==> src/rtl/brle_pkg.sv <==
// Package: shared types, constants and helpers for the BMP run-length frame decoder.
package brle_pkg;

	localparam int PaletteEntriesDef = 256;
	localparam int MaxDimDef         = 4096;
	localparam int PosW              = 13;
	localparam int AddrW             = 24;
	localparam logic [PosW-1:0] PosMax = 13'd8191;
	localparam logic [3:0] LoNibbleMask = 4'hf;

	// input kinds
	localparam logic [1:0] KIND_DATA  = 2'd0;
	localparam logic [1:0] KIND_PAL   = 2'd1;
	localparam logic [1:0] KIND_SOF   = 2'd2;

	// decode modes
	localparam logic [2:0] MODE_PAL8  = 3'd0;
	localparam logic [2:0] MODE_BGR24 = 3'd1;
	localparam logic [2:0] MODE_BGR32 = 3'd2;
	localparam logic [2:0] MODE_RLE8  = 3'd3;
	localparam logic [2:0] MODE_RLE4  = 3'd4;

	// register indexes
	localparam logic [1:0] REG_MODE   = 2'd0;
	localparam logic [1:0] REG_WIDTH  = 2'd1;
	localparam logic [1:0] REG_HEIGHT = 2'd2;

	// parser phases
	localparam logic [2:0] PH_FIRST  = 3'd0;
	localparam logic [2:0] PH_SECOND = 3'd1;
	localparam logic [2:0] PH_DX     = 3'd2;
	localparam logic [2:0] PH_DY     = 3'd3;
	localparam logic [2:0] PH_ABS    = 3'd4;
	localparam logic [2:0] PH_ABSPAD = 3'd5;
	localparam logic [2:0] PH_ROWPAD = 3'd6;

	// run command from front to back: palette indexes still to be resolved
	typedef struct packed {
		logic            direct;   // colour given as BGR, no lookup
		logic [23:0]     rgb;
		logic [7:0]      idx_even;
		logic [7:0]      idx_odd;
		logic [AddrW-1:0] addr;
		logic [7:0]      len;
	} run_cmd_t;

	function automatic logic [PosW-1:0] sat_add(input logic [PosW-1:0] a,
		input logic [PosW-1:0] b);
		logic [PosW:0] s;
		s = {1'b0, a} + {1'b0, b};
		return s > {1'b0, PosMax} ? PosMax : s[PosW-1:0];
	endfunction

endpackage

==> src/rtl/brle_front.sv <==
// Front parser: classifies bytes, tracks position, issues run commands.
module brle_front (
	input  logic                    clk,
	input  logic                    arst_n,
	input  logic                    in_valid,
	output logic                    in_ready,
	input  logic [1:0]              kind,
	input  logic [7:0]              data_byte,
	input  logic [2:0]              decode_mode,
	input  logic [brle_pkg::PosW-1:0] width_c,
	input  logic [brle_pkg::PosW-1:0] height_c,
	input  logic [brle_pkg::AddrW:0] total_c,
	output logic                    cmd_valid,
	input  logic                    cmd_ready,
	output brle_pkg::run_cmd_t      cmd,
	output logic                    lk_en,
	output logic [7:0]              lk_even,
	output logic [7:0]              lk_odd
);
	import brle_pkg::*;

	logic [2:0]      phase_q;
	logic [7:0]      held_q;
	logic [PosW-1:0] row_q, col_q;
	logic [7:0]      abs_left_q;
	logic            pad_q;
	logic [23:0]     pix_q;
	logic [11:0]     cnt_q;

	logic            fire, take;
	logic [2:0]      ph_n;
	logic [7:0]      held_n, abs_n;
	logic [PosW-1:0] row_n, col_n;
	logic            pad_n;
	logic [23:0]     pix_n;
	logic [11:0]     cnt_n;
	logic            emit;
	logic [8:0]      len_e;
	run_cmd_t        c;
	logic [AddrW:0]  addr_w;
	logic [AddrW:0]  room;
	logic [1:0]      bidx;
	logic [2:0]      per_px;
	logic            four;
	logic [AddrW+PosW:0] rb_mul;

	assign in_ready = !cmd_valid || cmd_ready;
	assign fire = in_valid && in_ready;
	assign four = decode_mode == MODE_RLE4;
	assign per_px = (decode_mode == MODE_BGR24) ? 3'd3 : 3'd4;
	assign rb_mul = row_q * width_c;

	// byte parser
	always_comb begin
		ph_n = phase_q; held_n = held_q; row_n = row_q; col_n = col_q;
		abs_n = abs_left_q; pad_n = pad_q; pix_n = pix_q; cnt_n = cnt_q;
		emit = 1'b0; len_e = 9'd1;
		c = '0;
		bidx = 2'd0;
		if (kind == KIND_SOF) begin
			ph_n = PH_FIRST; held_n = '0; row_n = '0; col_n = '0;
			abs_n = '0; pad_n = 1'b0; pix_n = '0; cnt_n = '0;
		end else if (kind == KIND_DATA) begin
			case (decode_mode)
				MODE_PAL8: begin
					if (phase_q == PH_ROWPAD) begin
						if (cnt_q > 12'd1) cnt_n = cnt_q - 12'd1;
						else begin cnt_n = '0; ph_n = PH_FIRST; end
					end else begin
						ph_n = PH_FIRST;
						emit = 1'b1; c.idx_even = data_byte; c.idx_odd = data_byte;
						col_n = sat_add(col_q, 13'd1);
						if (col_n >= width_c) begin
							col_n = '0; row_n = sat_add(row_q, 13'd1);
							if (width_c[1:0] != 2'd0) begin
								ph_n = PH_ROWPAD;
								cnt_n = {10'd0, 2'd0 - width_c[1:0]};
							end
						end
					end
				end
				MODE_BGR24, MODE_BGR32: begin
					bidx = cnt_q[1:0];
					if ({1'b0, bidx} >= per_px) bidx = 2'd0;
					case (bidx)
						2'd0: pix_n = {16'd0, data_byte};
						2'd1: pix_n = {8'd0, data_byte, pix_q[7:0]};
						2'd2: begin
							pix_n = {data_byte, pix_q[15:0]};
							emit = 1'b1; c.direct = 1'b1; c.rgb = pix_n;
							col_n = sat_add(col_q, 13'd1);
							if (col_n >= width_c) begin
								col_n = '0; row_n = sat_add(row_q, 13'd1);
							end
						end
						default: ;
					endcase
					cnt_n = ({1'b0, bidx} + 3'd1 >= per_px) ? '0 :
						{10'd0, bidx + 2'd1};
				end
				MODE_RLE8, MODE_RLE4: begin
					case (phase_q)
						PH_SECOND: begin
							ph_n = PH_FIRST;
							if (held_q != 8'd0) begin
								emit = 1'b1; len_e = {1'b0, held_q};
								c.idx_even = four ? {4'd0, data_byte[7:4]} : data_byte;
								c.idx_odd  = four ? {4'd0, data_byte[3:0] & LoNibbleMask}
									: data_byte;
								col_n = sat_add(col_q, {5'd0, held_q});
							end else if (data_byte == 8'd0) begin
								row_n = sat_add(row_q, 13'd1); col_n = '0;
							end else if (data_byte == 8'd1) begin
								row_n = height_c; col_n = '0;
							end else if (data_byte == 8'd2) begin
								ph_n = PH_DX;
							end else begin
								abs_n = data_byte;
								pad_n = four ? (data_byte[1] ^ data_byte[0] ? data_byte[1] ^
									1'b0 : data_byte[1]) : data_byte[0];
								if (four) pad_n = ((({1'b0, data_byte} + 9'd1) >> 1) & 9'd1) != 0;
								ph_n = PH_ABS;
							end
						end
						PH_DX: begin
							col_n = sat_add(col_q, {5'd0, data_byte}); ph_n = PH_DY;
						end
						PH_DY: begin
							row_n = sat_add(row_q, {5'd0, data_byte}); ph_n = PH_FIRST;
						end
						PH_ABS: begin
							len_e = (four && abs_left_q >= 8'd2) ? 9'd2 : 9'd1;
							emit = 1'b1;
							c.idx_even = four ? {4'd0, data_byte[7:4]} : data_byte;
							c.idx_odd  = four ? {4'd0, data_byte[3:0]} : data_byte;
							col_n = sat_add(col_q, {4'd0, len_e});
							abs_n = (abs_left_q > len_e[7:0]) ? abs_left_q - len_e[7:0] : '0;
							if (abs_n == 8'd0) begin
								ph_n = pad_q ? PH_ABSPAD : PH_FIRST;
								pad_n = 1'b0;
							end
						end
						PH_ABSPAD: ph_n = PH_FIRST;
						default: begin held_n = data_byte; ph_n = PH_SECOND; end
					endcase
				end
				default: ;
			endcase
		end
		// clip against frame
		addr_w = {1'b0, rb_mul[AddrW-1:0]} + {{(AddrW-PosW+1){1'b0}}, col_q};
		room = total_c - addr_w;
		c.addr = addr_w[AddrW-1:0];
		c.len = ({{(AddrW-8){1'b0}}, len_e} > room) ? room[7:0] : len_e[7:0];
		if (row_q >= height_c || addr_w >= total_c || rb_mul[AddrW+PosW:AddrW] != '0)
			emit = 1'b0;
	end

	assign take = fire && emit;

	// palette read request, taken with the command
	assign lk_en   = take;
	assign lk_even = c.idx_even;
	assign lk_odd  = c.idx_odd;

	// state registers
	always_ff @(posedge clk or negedge arst_n) begin
		if (!arst_n) begin
			phase_q <= PH_FIRST; held_q <= '0; row_q <= '0; col_q <= '0;
			abs_left_q <= '0; pad_q <= 1'b0; pix_q <= '0; cnt_q <= '0;
			cmd_valid <= 1'b0;
		end else begin
			if (fire) begin
				phase_q <= ph_n; held_q <= held_n; row_q <= row_n; col_q <= col_n;
				abs_left_q <= abs_n; pad_q <= pad_n; pix_q <= pix_n; cnt_q <= cnt_n;
			end
			if (in_ready) cmd_valid <= take;
		end
	end

	always_ff @(posedge clk) begin
		if (take) cmd <= c;
	end
endmodule

==> config.mk <==
export PLATFORM = sky130hd
export DESIGN_NAME = brle_front
export DESIGN_NICKNAME = d
export VERILOG_FILES = /design/src/rtl/brle_pkg.sv /design/src/rtl/brle_front.sv
export SDC_FILE = /design/constraint.sdc
export NUM_CORES = 1
export LEC_CHECK = 0
export BUFFER_PORTS_ARGS = -buffer_cell sky130_fd_sc_hd__buf_4
export CAP_MARGIN = 0
export CORE_MARGIN = 4
export CORE_UTILIZATION = 50
export CTS_BUF_LIST = sky130_fd_sc_hd__clkbuf_8 sky130_fd_sc_hd__clkbuf_16
export CTS_CLUSTER_DIAMETER = 50
export CTS_CLUSTER_SIZE = 16
export DETAILED_ROUTE_END_ITERATION = 8
export PLACE_DENSITY = 0.73
export SKIP_LAST_GASP = 1
export SLEW_MARGIN = 25
export SYNTH_ARGS = -nofsm -noshare
export SYNTH_HDL_FRONTEND = slang
export SYNTH_SLANG_ARGS = --single-unit
export TNS_END_PERCENT = 100
==> constraint.sdc <==
create_clock -name clk -period 22.9 [get_ports clk]
set_clock_uncertainty 0.05 [all_clocks]
set_input_delay 3.435 -clock clk [delete_from_list [all_inputs] [get_ports clk]]
set_output_delay 3.435 -clock clk [all_outputs]
set_load 0.05 [all_outputs]
==> impl_metrics.sql, run 1 <==
INSERT INTO impl_metrics (metric_group, metric, value, unit) VALUES
('layout', 'layout_area_growth_over_synthesis', '10.8', '%'),
('place', 'numPortBuffers', '159', ''),
('clock_network', 'post_cts_resized', '0', ''),
('timing', 'fmaxAchievable', '62.9', 'MHz'),
('grt', 'pin_count_of_the_biggest_net_entering_global_routing', '76', ''),
('synth', 'synth_enable_flop_cells', '69', ''),
('routing', 'detail_route.iter0.violations', '1238', ''),
('layout', 'fillers', '3181', ''),
('clock_network', 'clock_transition_at_path_regs', '80', 'ps'),
('place', 'dp_slack', '7130', 'ps'),
('timing', 'timing_worst_slew_pin_value', '914', 'ps'),
('synth', 'synth_flop_cell', 'dfrtp_1', ''),
('routing', 'detail_route.first_pass.iterations', '5', ''),
('min_path', 'timing.hold.worst.class', 'reg2reg', ''),
('timing', 'timing.final.hold_violations', '0', ''),
('worst_setup_path', 'endpoint_kind', 'output pin', ''),
('floorplan', 'ios', '160', ''),
('worst_setup_path', 'start_kind', 'input pin', ''),
('worst_setup_path', 'peak_per_stage_delay_on_the_critical_path', '760', 'ps'),
('floorplan', 'die_area', '39100', 'µm²'),
('synth', 'synthesis.instances', '2136', ''),
('timing', 'rsz0062_at_grt', 'no', ''),
('timing', 'timing.final.max_slew_violations', '0', ''),
('clock_network', 'tritoncts_num_sinks', '144', ''),
('layout', 'mostFrequentLayoutCell', 'inv_1', ''),
('synth', 'synth-async-reset-ratio', '0.521', ''),
('routing', 'vias_per_cell', '5.86', ''),
('floorplan', 'die_height', '198', 'µm'),
('place', 'dp_hpwl', '37900', 'µm'),
('floorplan', 'core_area', '35500', 'µm²'),
('layout', 'drive_gt1_frac', '0.105', ''),
('layout', 'most_frequent_cells_in_the_layout', '262 x inv_1, 218 x nand2_1, 184 x ha_1', ''),
('clock_network', 'tritoncts', 'built', ''),
('worst_setup_path', 'timing.critical_path.slowest_stage_cell', 'a311oi_4', ''),
('timing', 'finalSetupViolations', '0', ''),
('place', 'placed_cell_area', '19300', 'µm²'),
('clock_network', 'cts_buffer_depth', '2', ''),
('clock_network', 'post_cts_buffers', '0', ''),
('timing', 'fin_crit_sh', '0.694', ''),
('floorplan', 'initial_utilization', '0.507', ''),
('synth', 'yosys.cell_types.count', '74', ''),
('synth', 'seq_area_frac_synth', '0.220', ''),
('worst_setup_path', 'crit_arrival', '12400', 'ps'),
('grt', 'grt.overflow.total', '0', ''),
('clock_network', 'cts_made_buffers', '17', ''),
('worst_setup_path', 'required', '19420', 'ps'),
('layout', 'final_net_count', '2584', ''),
('layout', 'finish.utilization', '0.562', ''),
('routing', 'totalWireLength', '49300', 'µm'),
('timing', 'layout_setup_ws', '7010', 'ps'),
('routing', 'drc', '0', ''),
('clock_network', 'holdBufCountCts', '0', ''),
('grt', 'via_count_of_the_first_global_routing_pass', '15200', ''),
('routing', 'avgRoutedWirePerCell', '18.4', 'µm'),
('worst_setup_path', 'worst-setup-path-type', 'in2out', ''),
('grt', 'groute.usage.overall', '0.249', ''),
('worst_setup_path', 'timing.critical_path.fanout_max', '14', ''),
('layout', 'stdcell_area', '19900', 'µm²'),
('synth', 'mappedNetlistNets', '2516', ''),
('timing', 'period_minus_slack', '15890', 'ps'),
('clock_network', 'number_of_h_tree_branching_levels', '4', ''),
('place', 'gp_congestion', '0.951', ''),
('routing', 'route.vias.total', '15700', ''),
('grt', 'grt_antenna_before_repair', '1', ''),
('flow_run', 'maxCapViolations', '0', ''),
('synth', 'ys_seq_elements', '144', ''),
('grt', 'grt_pass1_wl', '79300', 'µm'),
('status', 'status', 'completed', ''),
('synth', 'yosysWarnings', '0', ''),
('synth', 'synthesis.area', '18000', 'µm²'),
('timing', 'fin_setup_tns', '0', 'ps'),
('routing', 'route.antenna.remaining_nets', '0', ''),
('synth', 'avgSynthCellArea', '8.42', 'µm²'),
('timing', 'worst_case_headroom_to_the_max_slew_limit', '0.390', ''),
('floorplan', 'std_cell_rows', '69', ''),
('floorplan', 'die_w', '198', 'µm'),
('clock_network', 'clock_latency', '440', 'ps'),
('clock_network', 'cts_root_buffer', 'clkbuf_16', '');
[path summary, 6_finish.rpt]
| check | start | depth (start not counted) | slack, ps | endpoint |
|---|---|---|---|---|
| max in group asynchronous | arst_n | 1 | 19290 | col_q[7] |
| min in group asynchronous | arst_n | 1 | 2990 | pix_q[7] |
| min | abs_left_q[0] | 2 | 450 | abs_left_q[0] |
| max | width_c[3] | 35 | 7010 | lk_en |
| max reg2reg | row_q[6] | 34 | 12350 | cmd[58] |
| min reg2reg | abs_left_q[0] | 2 | 450 | abs_left_q[0] |
[final cells by class]
type | count | area, µm² | share of cell area
clock inverter | 15 | 183 | 0.00917
clock buffer | 17 | 425 | 0.0213
antenna | 1 | 2.50 | 0.000126
multi-input combinational | 1612 | 12600 | 0.630
timing repair buffer | 166 | 1250 | 0.0627
tap | 461 | 577 | 0.0289
inverter | 263 | 987 | 0.0495
sequential | 144 | 3950 | 0.198
[state kept, by name, summed over array words and instances, names as in the netlist]
| name | flops |
|---|---|
| phase_q | 3 |
| pix_q | 16 |
| row_q | 13 |
| abs_left_q | 8 |
| pad_q | 1 |
| cnt_q | 12 |
| cmd | 69 |
| cmd_valid | 1 |
| col_q | 13 |
| held_q | 8 |
[per-layer routing]
| metal | wire length (µm) | global-route usage | share of wire |
|---|---|---|---|
| met1 | 21000 | 0.344 | 0.43 |
| met2 | 23700 | 0.414 | 0.48 |
| met3 | 3330 | 0.0305 | 0.068 |
| met4 | 1230 | 0.0763 | 0.025 |
| met5 | 0 | 0 | 0 |
[cells in the mapped netlist (all sizes together), types with 16 or more instances]
cell type / instances / area, µm²
xnor2: 70 / 628
inv: 263 / 987
nor3: 22 / 110
a22o: 17 / 149
buf: 25 / 178
nand3: 34 / 170
and2: 121 / 757
mux2i: 16 / 160
nand2b: 24 / 150
a21o: 36 / 270
nor2: 152 / 571
edfxtp: 69 / 2070
nor2b: 19 / 119
o21ai: 111 / 556
xor2: 56 / 498
dfrtp: 75 / 1880
a21oi: 149 / 746
a31oi: 36 / 225
o21bai: 19 / 143
clkbuf: 92 / 345
fa: 128 / 2560
nand2: 218 / 818
o31ai: 16 / 120
nand4: 22 / 153
ha: 184 / 2300
[worst max-delay path: cells and delay by family]
kind | cells | cell delay (ps)
xor gates and xnor gates | 2 | 360
adders and majority gates | 9 | 3940
and+or+nand+nor | 4 | 990
buffers and inverters | 7 | 740
AOI/OAI and AO/OA | 13 | 2940
[through the flow]
stage	hold slack, ps	std cells
floorplan	399	2136
global placement	410	2646
detailed placement	424	2646
CTS	448	2678
global route	471	2679
finish	446	2679
[logic make-up (layout without fill, tap and decap cells)]
family,after synthesis,in the layout,share of synthesized area
buf+inv,380,461,0.0840
flops,144,144,0.220
compound gates,479,479,0.167
mux,20,20,0.0116
simple gates,673,673,0.183
other cells,0,1,0
xor+xnor,126,126,0.0626
fa+ha+maj,314,314,0.272
Power of run 1 is left out: the tool's default activity adds up to more than one toggle a clock period on the data nets, which glitch-free logic cannot reach.
==> run 2: changes to the inputs <==
Settings changed: ABC_AREA set to 1.
Clock period 22.9 ns to 16.2 ns, I/O delays scaled along.
==> impl_metrics.sql, run 2 <==
INSERT INTO impl_metrics (metric_group, metric, value, unit) VALUES
('worst_setup_path', 'timing.critical_path.slowest_stage_cell', 'fa_1', ''),
('routing', 'detail_route.first_pass.iterations', '6', ''),
('timing', 'fin_crit_sh', '0.791', ''),
('timing', 'layout_setup_ws', '3380', 'ps'),
('grt', 'pin_count_of_the_biggest_net_entering_global_routing', '76', ''),
('clock_network', 'clock_transition_at_path_regs', '60', 'ps'),
('routing', 'detail_route.iter0.violations', '1518', ''),
('min_path', 'timing.hold.worst.class', 'reg2reg', ''),
('flow_run', 'maxCapViolations', '0', ''),
('clock_network', 'cts_made_buffers', '17', ''),
('routing', 'drc', '0', ''),
('synth', 'ys_seq_elements', '144', ''),
('layout', 'stdcell_area', '21000', 'µm²'),
('floorplan', 'die_w', '202', 'µm'),
('worst_setup_path', 'start_kind', 'input pin', ''),
('layout', 'layout_area_growth_over_synthesis', '11.5', '%'),
('clock_network', 'number_of_h_tree_branching_levels', '4', ''),
('worst_setup_path', 'timing.critical_path.fanout_max', '19', ''),
('layout', 'fillers', '3495', ''),
('layout', 'num_antenna_cells', '0', ''),
('clock_network', 'post_cts_resized', '0', ''),
('place', 'dpl.cell_count', '3282', ''),
('worst_setup_path', 'peak_per_stage_delay_on_the_critical_path', '550', 'ps'),
('synth', 'synth_enable_flop_cells', '69', ''),
('timing', 'timing_worst_slew_pin_value', '1090', 'ps'),
('layout', 'most_frequent_cells_in_the_layout', '621 x nand2_1, 606 x inv_1, 195 x nor2_1', ''),
('timing', 'worst_case_headroom_to_the_max_slew_limit', '0.268', ''),
('floorplan', 'initial_utilization', '0.511', ''),
('grt', 'grt_antenna_before_repair', '0', ''),
('layout', 'finalNonFillerCells', '3314', ''),
('worst_setup_path', 'worst-setup-path-type', 'in2out', ''),
('layout', 'final_net_count', '3177', ''),
('worst_setup_path', 'endpoint_kind', 'output pin', ''),
('worst_setup_path', 'crit-reg2reg-launch', 'row_q[2]', ''),
('place', 'dp_slack', '3450', 'ps'),
('clock_network', 'cts_buffer_depth', '2', ''),
('worst_setup_path', 'timing.critical_path.max_delay_family', 'adder cells', ''),
('place', 'gp_congestion', '0.947', ''),
('timing', 'fmaxAchievable', '78.0', 'MHz'),
('synth', 'yosysWarnings', '0', ''),
('layout', 'top_register', 'cmd', ''),
('worst_setup_path', 'critPathMostFrequentCell', 'nand2_1', ''),
('timing', 'rsz0062_at_grt', 'no', ''),
('place', 'dp_hpwl', '44000', 'µm'),
('worst_setup_path', 'crit_arrival', '10340', 'ps'),
('clock_network', 'holdBufCountCts', '0', ''),
('layout', 'largest_register_ffs', '69', ''),
('worst_setup_path', 'cp_num_buf_inv', '13', ''),
('synth', 'synth-async-reset-ratio', '0.521', ''),
('clock_network', 'tritoncts_num_sinks', '144', ''),
('grt', 'grt_pass1_wl', '90600', 'µm'),
('timing', 'finalSetupViolations', '0', ''),
('synth', 'avgSynthCellArea', '7.03', 'µm²'),
('synth', 'post_synth_main_area_contributors', 'fa_1 14%, nand2_1 12%, ha_1 12%', ''),
('routing', 'avgRoutedWirePerCell', '16.6', 'µm'),
('floorplan', 'die_height', '202', 'µm'),
('routing', 'totalWireLength', '54900', 'µm'),
('routing', 'route.vias.total', '17800', ''),
('clock_network', 'cts_root_buffer', 'clkbuf_16', ''),
('synth', 'synthesis.instances', '2683', ''),
('layout', 'reg.largest.list', 'cmd: 69 flops, pix_q: 16 flops', ''),
('worst_setup_path', 'worst_setup_path_startpoint', 'width_c[3]', ''),
('grt', 'via_count_of_the_first_global_routing_pass', '17800', ''),
('status', 'status', 'completed', ''),
('min_path', 'startpoint_of_the_lowest_slack_hold_path', 'pix_q[6]', ''),
('floorplan', 'die_area', '40900', 'µm²'),
('clock_network', 'tritoncts', 'built', ''),
('synth', 'synthesis.area', '18900', 'µm²'),
('synth', 'synth_most_common_cell', 'nand2_1', ''),
('synth', 'synth_flop_cell', 'dfrtp_1', ''),
('place', 'numPortBuffers', '159', ''),
('clock_network', 'post_cts_buffers', '0', ''),
('grt', 'groute.usage.overall', '0.270', ''),
('routing', 'route.antenna.remaining_nets', '0', ''),
('synth', 'yosys_top_cell_area_share', '0.136', ''),
('synth', 'netlist.top_cell.by_area', 'fa_1', ''),
('timing', 'timing.final.hold_violations', '0', ''),
('synth', 'yosys.cell_types.count', '52', ''),
('layout', 'drive_gt1_frac', '0.0940', ''),
('worst_setup_path', 'required', '13720', 'ps'),
('floorplan', 'core_area', '36900', 'µm²'),
('timing', 'fin_setup_tns', '0', 'ps'),
('timing', 'timing.final.max_slew_violations', '0', ''),
('floorplan', 'ios', '160', ''),
('synth', 'synth.top_cells.by_count', '621 x nand2_1, 607 x inv_1, 195 x nor2_1', ''),
('synth', 'seq_area_frac_synth', '0.209', ''),
('grt', 'grt.overflow.total', '0', ''),
('layout', 'mostFrequentLayoutCell', 'nand2_1', ''),
('synth', 'mappedNetlistNets', '3063', ''),
('routing', 'vias_per_cell', '5.38', ''),
('timing', 'period_minus_slack', '12820', 'ps'),
('place', 'placed_cell_area', '20400', 'µm²'),
('floorplan', 'std_cell_rows', '70', ''),
('clock_network', 'clock_latency', '450', 'ps');
==> run 2: cell count changes after synthesis, moves of 26 or more <==
| cell | before | now |
|---|---|---|
| a21o_1 | 36 | 4 |
| and2_1 | 121 | 2 |
| clkbuf_1 | 92 | 51 |
| inv_1 | 262 | 607 |
| nand2_1 | 218 | 621 |
| nand2_2 | 0 | 26 |
| nand3_1 | 34 | 108 |
| nor2_1 | 152 | 195 |
| o21ai_0 | 99 | 128 |
| xnor2_1 | 68 | 16 |
==> run 2: cell type report <==
| cell class | count | area (µm²) | area share |
|---|---|---|---|
| flip-flops and latches | 144 | 3950 | 0.188 |
| repair buffers | 171 | 1290 | 0.0612 |
| clock buffers | 17 | 425 | 0.0202 |
| well taps | 504 | 631 | 0.0300 |
| clock inverters | 15 | 184 | 0.00875 |
| inverters | 616 | 2310 | 0.110 |
| multi-input cells | 1847 | 12200 | 0.582 |
==> run 2: worst paths after layout <==
check,end,slack [ps],cells after the start
setup / recovery,lk_en,3380,49
hold / removal,pix_q[6],440,2
setup reg to reg,cmd[47],6790,42
hold reg to reg,pix_q[6],440,2
max in group asynchronous,pix_q[15],13580,1
min in group asynchronous,row_q[11],1960,1
==> run 2: per-layer routing <==
metal,vias to the layer above,part of all wire,global-route usage
met5,-,0,0
met4,0,0.041,0.105
met3,145,0.060,0.0294
met2,684,0.48,0.462
met1,8392,0.42,0.352
li1,8621,-,-
==> run 2: kinds of logic after synthesis <==
family	Yosys count	share of synthesized area
simple gates	1073	0.243
buf+inv	692	0.142
compound gates	390	0.114
fa+ha+maj	312	0.258
flops	144	0.209
xor+xnor	72	0.0334
==> run 2: stage by stage <==
stage / hold slack (ps) / utilization
floorplan: 403 / -
global placement: 417 / 0.553
detailed placement: 423 / 0.553
CTS: 441 / 0.570
global route: 449 / 0.570
finish: 439 / 0.570
==> run 2: tightest hold or removal path, stage by stage (launching register included) <==
cell and delay (ps):
dfrtp_1 340, nand2_1 50, o21ai_0 60
Power of run 2 is left out for the same reason.
